`src/design/sss_pkg.sv`:
```
// Shared types and constants for the staggered spin-up scheduler.
// No dependencies; imported by the top level and the port checker.
package sss_pkg;

	localparam int TOKENS_MAX  = 8;
	localparam int SECONDS_MAX = 6;
	localparam int TPS_MAX     = 1000;
	localparam int MAX_RESULTS = 16;

	// input modes
	localparam logic [1:0] MODE_CMD  = 2'd0;
	localparam logic [1:0] MODE_TICK = 2'd1;
	localparam logic [1:0] MODE_SET  = 2'd2;

	// configuration register indexes
	localparam logic [1:0] CFG_TOKENS = 2'd0;
	localparam logic [1:0] CFG_SECS   = 2'd1;
	localparam logic [1:0] CFG_TPS    = 2'd2;

	// event codes
	localparam logic [2:0] EV_PASS = 3'd0;
	localparam logic [2:0] EV_HELD = 3'd1;
	localparam logic [2:0] EV_WEND = 3'd2;
	localparam logic [2:0] EV_SBY  = 3'd3;
	localparam logic [2:0] EV_SET  = 3'd4;

	// power states
	localparam logic [2:0] PS_ACTIVE  = 3'd0;
	localparam logic [2:0] PS_STANDBY = 3'd1;
	localparam logic [2:0] PS_SBWAIT  = 3'd2;
	localparam logic [2:0] PS_PASSED  = 3'd3;
	localparam logic [2:0] PS_WAITING = 3'd4;
	localparam logic [2:0] PS_SPIN    = 3'd5;

	typedef struct packed {
		logic [1:0]  mode;
		logic [3:0]  disk;
		logic [2:0]  new_power_state;
		logic [24:0] standby_ticks;
	} item_t;

	typedef struct packed {
		logic [2:0] event_res;
		logic [3:0] disk_res;
		logic       released_valid;
		logic [3:0] released_disk;
		logic [2:0] power_state;
		logic [3:0] tokens_free;
		logic       last;
	} result_t;

	// one disk's entry in the state memory
	typedef struct packed {
		logic [2:0]  ps;
		logic [12:0] spin;
		logic [24:0] sby;
		logic [24:0] per;
	} entry_t;

	typedef enum logic [3:0] {
		ST_IDLE,
		ST_CMD,
		ST_SET,
		ST_TRD,
		ST_TEXE,
		ST_RRD,
		ST_RWR,
		ST_TSBY,
		ST_FLUSH
	} state_t;

endpackage

```
`src/design/staggered_spinup_scheduler_top.sv`:
```
// Staggered spin-up scheduler: token pool, wait queue and per-disk timers.
// Depends on sss_pkg (types, codes, limits).
//
// A command or state-set item for a disk in range gives a single result,
// strobed in the first cycle in which busy is low again; an item for a disk
// out of range gives none. A tick walks the state memory one disk per cycle
// except where it stops: a queued disk released into an entry other than
// the one being stepped is read and rewritten before the walk reads on,
// and a disk whose window ends and standby expires on the same tick takes
// a further step to report the expiry. These extra steps arise because the
// state memory has one read and one write port. Results are held one deep
// so the final one can be flagged last; each comes with a one-cycle strobe
// and must be taken that cycle. No clearing pass is needed: per-entry
// valid bits stand for the reset value.
module staggered_spinup_scheduler_top #(
	parameter int DISKS = 16
) (
	input  logic            clk,
	input  logic            arst_n,
	input  logic            start,
	output logic            busy,
	input  sss_pkg::item_t  item,
	output logic            result_strobe,
	output sss_pkg::result_t result,
	input  logic            cfg_valid,
	output logic            cfg_ready,
	input  logic [1:0]      cfg_index,
	input  logic [9:0]      cfg_data
);
	import sss_pkg::*;

	localparam int DW = (DISKS > 1) ? $clog2(DISKS) : 1;
	localparam int CW = $clog2(DISKS + 1);
	localparam int SW = CW + 1;

	// configuration
	logic [3:0]  tok_max_q;
	logic [2:0]  secs_q;
	logic [9:0]  tps_q;
	logic [12:0] win_q;
	logic [12:0] prod;

	// control
	state_t          st_q, st_n;
	item_t           item_q;
	logic [DW-1:0]   idx_q, idx_n;
	logic [DW-1:0]   who_q, who_n;
	logic            exp_q, exp_n;
	logic [4:0]      cnt_q;
	logic [3:0]      tok_q, tok_n;
	logic [DISKS-1:0] fresh_q;
	logic [DW-1:0]   qhead_q, qhead_n;
	logic [CW-1:0]   qcnt_q, qcnt_n;
	logic            pend_v_q;
	result_t         pend_q;
	result_t         res_q;
	logic            strobe_q;

	// memories
	entry_t          dmem [DISKS];
	logic [DISKS-1:0] vld_q;
	logic [3:0]      qmem [DISKS];
	entry_t          rdata_s1;
	logic            rvld_s1;
	logic [3:0]      qdata_s1;

	// datapath decode
	logic            accept;
	logic            feat;
	logic            disk_ok;
	logic            last_disk;
	logic [DW-1:0]   rd_addr;
	logic            we;
	logic [DW-1:0]   wa;
	entry_t          wd;
	entry_t          e;
	logic            qwe;
	logic [DW-1:0]   qtail;
	logic [SW-1:0]   tsum;
	logic            gen_v;
	result_t         gen;
	logic            rel_go;
	logic            fresh_set;
	logic            win_end;
	logic            exp_now;
	logic [DW-1:0]   qdisk;
	logic [3:0]      tok_inc;
	logic [2:0]      set_ps;

	assign accept    = start && !busy;
	assign busy      = (st_q != ST_IDLE);
	assign cfg_ready = 1'b1;
	assign feat      = (tok_max_q != 4'd0) && (secs_q != 3'd0);
	assign disk_ok   = (32'(item_q.disk) < DISKS);
	assign last_disk = (idx_q == DW'(DISKS - 1));
	assign e         = rvld_s1 ? rdata_s1 : '0;
	assign qdisk     = DW'(qdata_s1);
	assign tsum      = SW'(qhead_q) + SW'(qcnt_q);
	assign qtail     = (tsum >= SW'(DISKS)) ? DW'(tsum - SW'(DISKS)) : DW'(tsum);
	assign tok_inc   = (tok_q == 4'(TOKENS_MAX)) ? tok_q : tok_q + 4'd1;
	assign set_ps    = (item_q.new_power_state > PS_SPIN) ? PS_SPIN : item_q.new_power_state;
	assign prod      = 13'(secs_q) * 13'(tps_q);

	// configuration writes; window length is a registered product
	always_ff @(posedge clk or negedge arst_n) begin
		if (!arst_n) begin
			tok_max_q <= '0;
			secs_q    <= '0;
			tps_q     <= 10'(TPS_MAX);
			win_q     <= 13'd1;
		end else begin
			win_q <= (prod[12:0] == 13'd0) ? 13'd1 : prod[12:0];
			if (cfg_valid && cfg_ready) begin
				unique case (cfg_index)
					CFG_TOKENS: tok_max_q <= (cfg_data[3:0] > 4'(TOKENS_MAX)) ?
						4'(TOKENS_MAX) : cfg_data[3:0];
					CFG_SECS:   secs_q <= (cfg_data[2:0] == 3'd7) ?
						3'(SECONDS_MAX) : cfg_data[2:0];
					CFG_TPS:    tps_q <= (cfg_data == 10'd0) ? 10'd1 :
						((cfg_data > 10'(TPS_MAX)) ? 10'(TPS_MAX) : cfg_data);
					default: ;
				endcase
			end
		end
	end

	// datapath: memory addresses, write data, token and queue updates
	always_comb begin
		rd_addr   = idx_q;
		we        = 1'b0;
		wa        = idx_q;
		wd        = e;
		qwe       = 1'b0;
		gen_v     = 1'b0;
		gen       = '0;
		tok_n     = tok_q;
		qhead_n   = qhead_q;
		qcnt_n    = qcnt_q;
		who_n     = who_q;
		exp_n     = exp_q;
		rel_go    = 1'b0;
		fresh_set = 1'b0;
		win_end   = 1'b0;
		exp_now   = 1'b0;
		idx_n     = idx_q;
		unique case (st_q)
			ST_IDLE: begin
				rd_addr = (item.mode == MODE_TICK) ? '0 : DW'(item.disk);
				idx_n   = '0;
				exp_n   = 1'b0;
			end
			ST_CMD: begin
				wa             = DW'(item_q.disk);
				gen_v          = 1'b1;
				gen.event_res  = EV_PASS;
				gen.disk_res   = item_q.disk;
				if (feat) begin
					if (e.ps == PS_STANDBY || e.ps == PS_PASSED) begin
						we = 1'b1;
						if (tok_q != 4'd0) begin
							tok_n   = tok_q - 4'd1;
							wd.ps   = PS_SPIN;
							wd.spin = win_q;
						end else begin
							wd.ps         = PS_WAITING;
							gen.event_res = EV_HELD;
							if (32'(qcnt_q) < DISKS) begin
								qwe    = 1'b1;
								qcnt_n = qcnt_q + CW'(1);
							end
						end
					end else if (e.ps == PS_SBWAIT) begin
						we     = 1'b1;
						wd.sby = (e.per == 25'd0) ? 25'd1 : e.per;
					end
				end
				gen.power_state = wd.ps;
				gen.tokens_free = tok_n;
			end
			ST_SET: begin
				we              = 1'b1;
				wa              = DW'(item_q.disk);
				wd.ps           = set_ps;
				wd.per          = item_q.standby_ticks;
				gen_v           = 1'b1;
				gen.event_res   = EV_SET;
				gen.disk_res    = item_q.disk;
				gen.power_state = set_ps;
				gen.tokens_free = tok_q;
			end
			ST_TRD: begin
				rd_addr = idx_q;
			end
			ST_TEXE: begin
				we = 1'b1;
				// spin-up window countdown
				if (e.spin != 13'd0 && !fresh_q[idx_q]) begin
					wd.spin = e.spin - 13'd1;
					win_end = (e.spin == 13'd1);
				end
				if (win_end) begin
					tok_n = tok_inc;
					if (qcnt_q != CW'(0)) begin
						rel_go    = 1'b1;
						fresh_set = 1'b1;
						tok_n     = tok_inc - 4'd1;
						who_n     = qdisk;
						qhead_n   = (qhead_q == DW'(DISKS - 1)) ? '0 : qhead_q + DW'(1);
						qcnt_n    = qcnt_q - CW'(1);
						if (qdisk == idx_q) begin
							wd.ps   = PS_SPIN;
							wd.spin = win_q;
						end
					end
					gen_v              = 1'b1;
					gen.event_res      = EV_WEND;
					gen.disk_res       = 4'(idx_q);
					gen.released_valid = rel_go;
					gen.released_disk  = rel_go ? qdata_s1 : 4'd0;
					gen.power_state    = wd.ps;
					gen.tokens_free    = tok_n;
				end
				// standby countdown
				if (e.sby != 25'd0) begin
					wd.sby  = e.sby - 25'd1;
					exp_now = (e.sby == 25'd1);
				end
				if (exp_now) begin
					wd.ps = PS_PASSED;
				end
				exp_n = exp_now && win_end;
				if (exp_now && !win_end) begin
					gen_v           = 1'b1;
					gen.event_res   = EV_SBY;
					gen.disk_res    = 4'(idx_q);
					gen.power_state = PS_PASSED;
					gen.tokens_free = tok_q;
				end
				if (!(rel_go && qdisk != idx_q) && !exp_n && !last_disk) begin
					idx_n   = idx_q + DW'(1);
					rd_addr = idx_q + DW'(1);
				end
				if (rel_go && qdisk != idx_q) begin
					rd_addr = qdisk;
				end
			end
			ST_RRD: begin
				rd_addr = who_q;
			end
			ST_RWR: begin
				we      = 1'b1;
				wa      = who_q;
				wd.ps   = PS_SPIN;
				wd.spin = win_q;
				if (!exp_q && !last_disk) begin
					idx_n = idx_q + DW'(1);
				end
			end
			ST_TSBY: begin
				gen_v           = 1'b1;
				gen.event_res   = EV_SBY;
				gen.disk_res    = 4'(idx_q);
				gen.power_state = PS_PASSED;
				gen.tokens_free = tok_q;
				exp_n           = 1'b0;
				if (!last_disk) begin
					idx_n = idx_q + DW'(1);
				end
			end
			ST_FLUSH: ;
			default: ;
		endcase
	end

	// next state
	always_comb begin
		st_n = st_q;
		unique case (st_q)
			ST_IDLE: begin
				if (accept) begin
					if (item.mode == MODE_TICK) begin
						st_n = ST_TEXE;
					end else if (item.mode == MODE_CMD && 32'(item.disk) < DISKS) begin
						st_n = ST_CMD;
					end else if (item.mode == MODE_SET && 32'(item.disk) < DISKS) begin
						st_n = ST_SET;
					end else begin
						st_n = ST_FLUSH;
					end
				end
			end
			ST_CMD:  st_n = disk_ok ? ST_FLUSH : ST_FLUSH;
			ST_SET:  st_n = ST_FLUSH;
			ST_TRD:  st_n = ST_TEXE;
			ST_TEXE: begin
				priority if (rel_go && qdisk != idx_q) st_n = ST_RRD;
				else if (exp_n)                       st_n = ST_TSBY;
				else if (last_disk)                   st_n = ST_FLUSH;
				else                                  st_n = ST_TEXE;
			end
			ST_RRD:  st_n = ST_RWR;
			ST_RWR: begin
				priority if (exp_q) st_n = ST_TSBY;
				else if (last_disk) st_n = ST_FLUSH;
				else                st_n = ST_TRD;
			end
			ST_TSBY: st_n = last_disk ? ST_FLUSH : ST_TRD;
			ST_FLUSH: st_n = ST_IDLE;
			default: st_n = ST_IDLE;
		endcase
	end

	// control registers
	always_ff @(posedge clk or negedge arst_n) begin
		if (!arst_n) begin
			st_q     <= ST_IDLE;
			idx_q    <= '0;
			who_q    <= '0;
			exp_q    <= 1'b0;
			cnt_q    <= '0;
			tok_q    <= '0;
			fresh_q  <= '0;
			qhead_q  <= '0;
			qcnt_q   <= '0;
			pend_v_q <= 1'b0;
			strobe_q <= 1'b0;
			vld_q    <= '0;
		end else begin
			st_q     <= st_n;
			idx_q    <= idx_n;
			who_q    <= who_n;
			exp_q    <= exp_n;
			tok_q    <= tok_n;
			qhead_q  <= qhead_n;
			qcnt_q   <= qcnt_n;
			strobe_q <= 1'b0;
			if (we) begin
				vld_q[wa] <= 1'b1;
			end
			if (accept) begin
				cnt_q   <= '0;
				fresh_q <= '0;
			end
			if (fresh_set) begin
				fresh_q[qdisk] <= 1'b1;
			end
			// hold one result back so the final one can carry last
			if (gen_v && cnt_q < 5'(MAX_RESULTS)) begin
				cnt_q    <= cnt_q + 5'd1;
				pend_v_q <= 1'b1;
				if (pend_v_q) begin
					strobe_q <= 1'b1;
				end
			end
			if (st_q == ST_FLUSH && pend_v_q) begin
				strobe_q <= 1'b1;
				pend_v_q <= 1'b0;
			end
			if (cfg_valid && cfg_ready && cfg_index == CFG_TOKENS) begin
				tok_q <= (cfg_data[3:0] > 4'(TOKENS_MAX)) ? 4'(TOKENS_MAX) : cfg_data[3:0];
			end
		end
	end

	// payload registers
	always_ff @(posedge clk) begin
		if (accept) begin
			item_q <= item;
		end
		if (gen_v && cnt_q < 5'(MAX_RESULTS)) begin
			pend_q <= gen;
			if (pend_v_q) begin
				res_q      <= pend_q;
				res_q.last <= 1'b0;
			end
		end
		if (st_q == ST_FLUSH && pend_v_q) begin
			res_q      <= pend_q;
			res_q.last <= 1'b1;
		end
	end

	// per-disk state memory, registered read
	always_ff @(posedge clk) begin
		if (we) begin
			dmem[wa] <= wd;
		end
		rdata_s1 <= dmem[rd_addr];
		rvld_s1  <= vld_q[rd_addr];
	end

	// wait queue memory; the next head entry is read every cycle so the
	// head data is current right after a release
	always_ff @(posedge clk) begin
		if (qwe) begin
			qmem[qtail] <= item_q.disk;
		end
		qdata_s1 <= qmem[qhead_n];
	end

	assign result_strobe = strobe_q;
	assign result        = res_q;

endmodule

```
`config.mk`:
```
export PLATFORM = sky130hd
export DESIGN_NAME = staggered_spinup_scheduler_top
export DESIGN_NICKNAME = d
export VERILOG_FILES = /design/src/design/sss_pkg.sv /design/src/design/staggered_spinup_scheduler_top.sv
export SDC_FILE = /design/constraint.sdc
export NUM_CORES = 2
export LEC_CHECK = 0
export BUFFER_PORTS_ARGS = -buffer_cell sky130_fd_sc_hd__buf_4
export CORE_MARGIN = 1
export CORE_UTILIZATION = 25
export CTS_BUF_LIST = sky130_fd_sc_hd__clkbuf_16
export DETAILED_ROUTE_END_ITERATION = 8
export PLACE_DENSITY = 0.46
export RECOVER_POWER = 100
export SLEW_MARGIN = 15
export SYNTH_ARGS = -nofsm -noshare
export SYNTH_HDL_FRONTEND = slang
export SYNTH_SLANG_ARGS = --single-unit
```
`constraint.sdc`:
```
create_clock -name clk -period 7.4 [get_ports clk]
set_input_delay 0.37 -clock clk [delete_from_list [all_inputs] [get_ports clk]]
set_output_delay 0.37 -clock clk [all_outputs]
set_load 0.1 [all_outputs]
```
# Word-level counts from Yosys, hierarchy flattened
# Memories as Yosys holds them, arrays and structs flattened. A register that Yosys moved wholly into a read port is not among the register bits.
# Index checks and enable logic that the tools add are counted.
op_classes:
  add_sub_neg: 12
  mul: 1
  div_mod_pow: 0
  n_lt_le_gt_ge: 12
  n_eq_ne: 33
  shift: 0
  n_mux: 120
  n_bitwise: 2
  reduce_logical: 57
ops:
  columns: ["cell", "count"]
  rows:
  - ["25-bit two-way mux", 5]
  - ["4-bit two-way mux", 28]
  - ["16-bit two-way mux", 6]
  - ["66-bit two-way mux", 1]
  - ["20-bit two-way mux", 3]
  - ["7-bit one-hot mux with 4 select lines", 2]
  - ["25-bit one-hot mux with 2 select lines", 1]
  - ["41-bit two-way mux", 1]
  - ["5-bit two-way mux", 8]
  - ["1-bit two-way mux", 39]
  - ["13-bit two-way mux", 3]
  - ["13-bit one-hot mux with 3 select lines", 1]
  - ["16-bit OR", 2]
  - ["4-bit one-hot mux with 7 select lines", 1]
  - ["25-bit by 1-bit == test with 1-bit output (second input constant)", 1]
  - ["25-bit zero test", 1]
  - ["25-bit nonzero test", 1]
  - ["25-bit by 1-bit subtractor with 25-bit output (second input constant)", 1]
  - ["4-bit by 5-bit < comparator with 1-bit output (second input constant)", 4]
  - ["10-bit two-way mux", 2]
  - ["18-bit two-way mux", 1]
  - ["4-bit by 3-bit == test with 1-bit output (second input constant)", 4]
  - ["4-bit == test (second input constant)", 4]
  - ["2-bit inequality test (second input constant)", 8]
  - ["52 further kinds", 109]
word_totals:
  reg_bits: 167
  latch_bits: 0
  mem_bits_rw: 1120
  mem_bits_ro: 0
  in_bits: 50
  output_inout_bits: 23
  word_cells: 272
  mem_count: 2
memory_table:
  columns: ["memory", "words", "word_bits", "read_ports", "rd_ports_with_merged_regs", "wr", "line", "rtl"]
  rows:
  - ["dmem", 16, 66, 1, 1, 1, "staggered_spinup_scheduler_top.sv:60", "entry_t dmem [DISKS];"]
  - ["qmem", 16, 4, 1, 1, 1, "staggered_spinup_scheduler_top.sv:62", "logic [3:0] qmem [DISKS];"]

# Logic depth before layout (Yosys ltp)
depth:
  word_depth: 19
  ltp_mapped: 16

# Worst setup path before layout
# OpenSTA, ideal clock, no wires.
synth_timing:
  kind: "reg-to-reg"
  startpoint: "reg st_q[1]"
  endpoint: "mem dmem[0][0] (netlist bit), enable pin"
  setup_ns: 0.492
  t_arrival_ns: 4.886
  required_time_ns: 6.908
  setup_slack_ns: 2.022
  path_stages_with_launch: 10
  n_path_buf: 1
  synth_period_minus_slack_ns: 5.378
  path_cell_list: "dfrtp_1 clkbuf_1 nor2_1 mux2i_1 o21ai_0 nand2_1 a222oi_1 nor3b_1 nand2_1 nor2_1"
synth_via:
  elab_chain_cells: 5
  word_cells_on_any_way: 10
synth_lines:
  columns: ["item", "line", "rtl"]
  rows:
  - ["start, declared", "staggered_spinup_scheduler_top.sv:44", "state_t st_q, st_n;"]
  - ["start signal, assigned", "staggered_spinup_scheduler_top.sv:329", "st_q <= st_n;"]
  - ["4-bit by 3-bit == test with 1-bit output or 4-bit by 2-bit == test with 1-bit output (tied branches)", "staggered_spinup_scheduler_top.sv:146", "unique case (st_q)"]
  - ["3-bit OR reduction (no source line)", null, null]
  - ["1-bit one-hot mux with 2 select lines", "staggered_spinup_scheduler_top.sv:146", null]
  - ["1-bit two-way mux", "staggered_spinup_scheduler_top.sv:385", "if (we) begin"]
  - ["1-bit two-way mux (implied by the code)", "staggered_spinup_scheduler_top.sv:386", "dmem[wa] <= wd;"]
  - ["end, declared", "staggered_spinup_scheduler_top.sv:60", null]
# Several ways; a longest one is shown, not always the timed one.

# Final worst setup path
layout_timing:
  startpoint: "reg st_q[3]"
  endpoint: "mem dmem[1][15] (netlist bit), enable pin"
# The elaborated chain is that of the path after synthesis.

==> impl_table.tex <==
\begin{tabular}{lr}
\hline
Metric & Value \\
\hline
\multicolumn{2}{l}{\textbf{Logic synthesis}} \\
\quad Leading post-synthesis cells by cell area & edfxtp\_1, nand2\_1, a21oi\_1, dfrtp\_1, dfxtp\_1 \\
\quad Count of unique library cells instantiated by Yosys & 82 \\
\quad Most instantiated cells after synthesis & edfxtp\_1, nand2\_1, a21oi\_1 \\
\quad EDFF count, synth & 1190 \\
\quad Count of mapped cells out of synthesis & 4124 \\
\quad Number of storage elements in the synthesis netlist & 1357 \\
\quad Dominant cell type by area after synthesis & edfxtp\_1 \\
\quad Share of synthesized registers carrying an async set or reset & 7.00\% \\
\quad Most common flop cell mapped by yosys & edfxtp\_1 \\
\quad Portion of the post-synthesis area used by sequential elements & 71.5\% \\
\quad Area of the mapped netlist & 55300 um\^{}2 \\
\quad Number of nets produced by synthesis & 4209 \\
\quad Synth top area share & 64.6\% \\
\quad Count leader, synth & edfxtp\_1 \\
\quad Syn Area/Cell & 13.4 um\^{}2 \\
\quad Warning count from the yosys run & 0 \\
\multicolumn{2}{l}{\textbf{Detailed routing}} \\
\quad Routed vias/inst & 4.72 \\
\quad Number of search-and-repair iterations in the first detailed-routing pass & 6 \\
\quad DRT Wirelength & 159000 um \\
\quad DRT iter0 DRCs & 3144 \\
\quad Residual antenna-violating net count after detailed routing & 0 \\
\quad Wirelength per Cell & 21.8 um \\
\quad DRC violations left & 0 \\
\quad Count of vias placed by the detailed router & 34560 \\
\multicolumn{2}{l}{\textbf{Power and ir drop}} \\
\quad Clock share of power & 24.3\% \\
\quad Switching fraction of total power & 40.3\% \\
\quad Ratio of total power to cell area & 447 nW/um\^{}2 \\
\quad Leak pwr & 21.8 nW \\
\quad Sw Pwr & 11.5 mW \\
\quad Total internal power & 17.1 mW \\
\quad Worst voltage drop across the vdd grid & 0.472 mV \\
\quad Seq pwr share & 38.4\% \\
\quad Combinational group share of total power & 37.4\% \\
\multicolumn{2}{l}{\textbf{Flow run}} \\
\quad Max Cap Violations & 15 \\
\multicolumn{2}{l}{\textbf{GRT}} \\
\quad First-pass GRT wire length & 233000 um \\
\quad Overflow left after global routing & 0 \\
\quad Number of global-route vias before repair & 33623 \\
\quad GRT Resource Usage Total & 14.1\% \\
\quad Pin count of the biggest net entering global routing & 140 \\
\quad Number of antenna violations at the first check in global routing & 6 \\
\multicolumn{2}{l}{\textbf{Clocking}} \\
\quad TritonCTS Buffers & 144 \\
\quad Setup fix buffers added after clock tree synthesis & 0 \\
\quad CTS tree & done \\
\quad Clock transition at path regs & 0.06 ns \\
\quad Clock network latency to the later pin of the worst-skew pair & 0.79 ns \\
\quad Number of gates given a new drive strength after cts & 0 \\
\quad Clock Root Buffer & clkbuf\_16 \\
\quad H-tree depth & 4 \\
\quad Number of clock sinks & 1357 \\
\quad Max Buffers Root-to-Sink & 3 \\
\multicolumn{2}{l}{\textbf{Critical path}} \\
\quad Terminus of the critical flop-to-flop path & dmem[1][15]\$\_DFFE\_PP\_ \\
\quad Largest driver fanout on the critical path & 32 \\
\quad Data required, critical path & 7.78 ns \\
\quad Worst flop-to-flop path startpoint & st\_q[3]\$\_DFFE\_PN0P\_ \\
\quad Crit Path Class & flop to flop \\
\quad Worst R2R Path Depth & 7 \\
\quad Data arrival time of the worst path & 6.52 ns \\
\quad Critical path startpoint category & flop \\
\quad Setup slack of the most critical reg-to-reg path & 1.25 ns \\
\quad Crit end category & flop \\
\multicolumn{2}{l}{\textbf{Floorplanning}} \\
\quad Total I/O pin count & 73 \\
\quad Die Y-Extent & 472 um \\
\quad Starting Density & 25.2\% \\
\quad Number of standard-cell rows in the floorplan & 172 \\
\quad Std-Cell Core Area & 220000 um\^{}2 \\
\quad Die Span X & 472 um \\
\quad Die Area & 223000 um\^{}2 \\
\multicolumn{2}{l}{\textbf{STA}} \\
\quad Time the final worst path needs with I/O delays and setup & 6.15 ns \\
\quad Slew headroom & -98.2\% \\
\quad Setup violators final & 0 \\
\quad Share of the clock period used by the worst path after layout & 83.1\% \\
\quad Number of hold-slack violations in the final timing report & 0 \\
\quad Number of max-slew violations in the final report & 656 \\
\quad Actual transition at the worst max-transition pin & 2.93 ns \\
\quad Achievable Freq & 163 MHz \\
\quad Clock Skew & 0.0303 ns \\
\quad Final setup TNS & 0 ns \\
\quad RSZ-0062 raised after global routing & no \\
\multicolumn{2}{l}{\textbf{Finish}} \\
\quad Area of the multi-input gates & 14500 um\^{}2 \\
\quad Final net count & 4326 \\
\quad Area delta synth->final & 16.2\% \\
\quad Fill cell instance count of the final layout & 22287 \\
\quad Final core occ & 29.2\% \\
\quad Share of layout cells above drive strength 1 & 8.42\% \\
\quad Post-route cell area & 64200 um\^{}2 \\
\quad Number of standard cells in the final layout excluding fillers & 7322 \\
\quad Combined flip-flop and latch cell area & 39600 um\^{}2 \\
\multicolumn{2}{l}{\textbf{Outcome}} \\
\quad Failing checks & max-capacitance violations, max-slew violations \\
\quad Run status & complete, but fails checks \\
\multicolumn{2}{l}{\textbf{Place}} \\
\quad Last weighted congestion value of the routability-driven placer & 0.789 \\
\quad IO buf count & 71 \\
\quad Cell area reported after detailed placement & 59600 um\^{}2 \\
\quad Cell count after placement & 6993 \\
\quad HPWL Detailed & 83400 um \\
\multicolumn{2}{l}{\textbf{Hold path}} \\
\quad Path type of the worst min-delay path & primary input to flop \\
\quad Worst hold stages & 2 \\
\quad Hold path startpoint & item[17] \\
\quad End of the worst hold path & item\_q[17]\$\_DFFE\_PP\_ \\
\hline
\end{tabular}
[area by class of cell]
cell class | count | share of cell area (%)
diodes | 4 | 0.0156
well taps | 2958 | 5.76
multi-input cells | 2464 | 22.6
clock buffers | 149 | 5.80
inverters | 58 | 0.339
repair buffers | 216 | 2.65
clock inverters | 116 | 1.22
flip-flops and latches | 1357 | 61.6
[power groups by stage]
stage	logic (mW)	clock network, mW	registers [mW]
5_1_grt	11.7	7.43	11.1
4_1_cts	11.0	7.15	11.0
3_3_place_gp	10.9	0	11.1
2_1_floorplan	6.86	0	11.1
6_report	10.7	6.97	11.0
3_5_place_dp	10.9	0	11.1
[layout by cell type, fill, tap and decap left out, types with 20 or more instances in the layout]
| cell type | n |
|---|---|
| a31oi_1 | 21 |
| edfxtp_1 | 1190 |
| buf_4 | 35 |
| nor3_1 | 29 |
| nand3_1 | 128 |
| mux2i_1 | 144 |
| inv_1 | 100 |
| clkbuf_1 | 77 |
| nand2_1 | 857 |
| o21ai_0 | 77 |
| clkinv_2 | 20 |
| a22oi_1 | 33 |
| dfrtp_1 | 88 |
| nor4_1 | 80 |
| mux4_2 | 20 |
| ha_1 | 24 |
| a21oi_1 | 443 |
| clkbuf_16 | 149 |
| dfxtp_1 | 72 |
| clkinv_1 | 33 |
| dlygate4sd3_1 | 59 |
| or2_2 | 21 |
| a221o_1 | 133 |
| nor2_1 | 99 |
| xnor2_1 | 25 |
[cell families after synthesis]
kind of cell    share of synthesized area [%]
flops                                    71.5
fa+ha+maj                               0.941
simple gates                             10.6
other cells                           0.00678
compound gates                           10.3
buf+inv                                  2.39
xor+xnor                                0.523
mux                                      3.71
[worst max path at each step]
stage | startpoint | endpoint | slack, ns | cells past startpoint
6_report | st_q[3]$_DFFE_PN0P_ | dmem[1][15]$_DFFE_PP_ | 1.25 | 7
5_1_grt | st_q[3]$_DFFE_PN0P_ | dmem[1][15]$_DFFE_PP_ | 0.94 | 7
4_1_cts | rdata_s1[35]$_DFF_P_ | rdata_s1[25]$_DFF_P_ | 1.91 | 11
3_5_place_dp | rdata_s1[35]$_DFF_P_ | rdata_s1[25]$_DFF_P_ | 1.94 | 11
3_3_place_gp | rdata_s1[37]$_DFF_P_ | rdata_s1[25]$_DFF_P_ | 2.01 | 11
2_1_floorplan | st_q[1]$_DFFE_PN0P_ | dmem[0][0]$_DFFE_PP_ | 2.02 | 9
[stage by stage]
step	hold slack (ns)	total power, mW	setup WS (ns)
floorplan	0.0744	17.9	2.02
global placement	0.437	22.0	2.01
detailed placement	0.446	22.1	1.94
CTS	0.150	29.2	1.91
global route	0.272	30.2	0.937
finish	0.310	28.7	1.25
[sequential cells by signal (all words and copies together) (netlist names), 16 cells and up]
signal,count
pend_q,19
result,20
fresh_q,16
vld_q,16
rdata_s1,66
item_q,32
dmem,1056
qmem,64
[worst max-delay path: stages, from the launching register on]
cell	delay, ns
dfrtp_1	0.67
inv_1	0.25
nand3_1	1.16
nand2_1	0.40
a222oi_1	0.85
nand2_1	0.41
nor2_4	0.81
clkbuf_2	1.12
[layer usage]
metal | vias to the layer above | wire [um] | track usage, %
met5 | - | 9 | 0
met4 | 2 | 3290 | 4.04
met3 | 212 | 9220 | 2.51
met2 | 949 | 71200 | 21.3
met1 | 17649 | 75700 | 20.3
li1 | 15748 | - | -
[timing repair]
| item | 4_1_cts | 5_1_grt |
|---|---|---|
| hold buffers | 59 | 0 |
| hold endpoints to repair | 102 | 0 |
| endpoints found under the setup margin | 0 | 0 |
(Power assumes the default switching activity.)
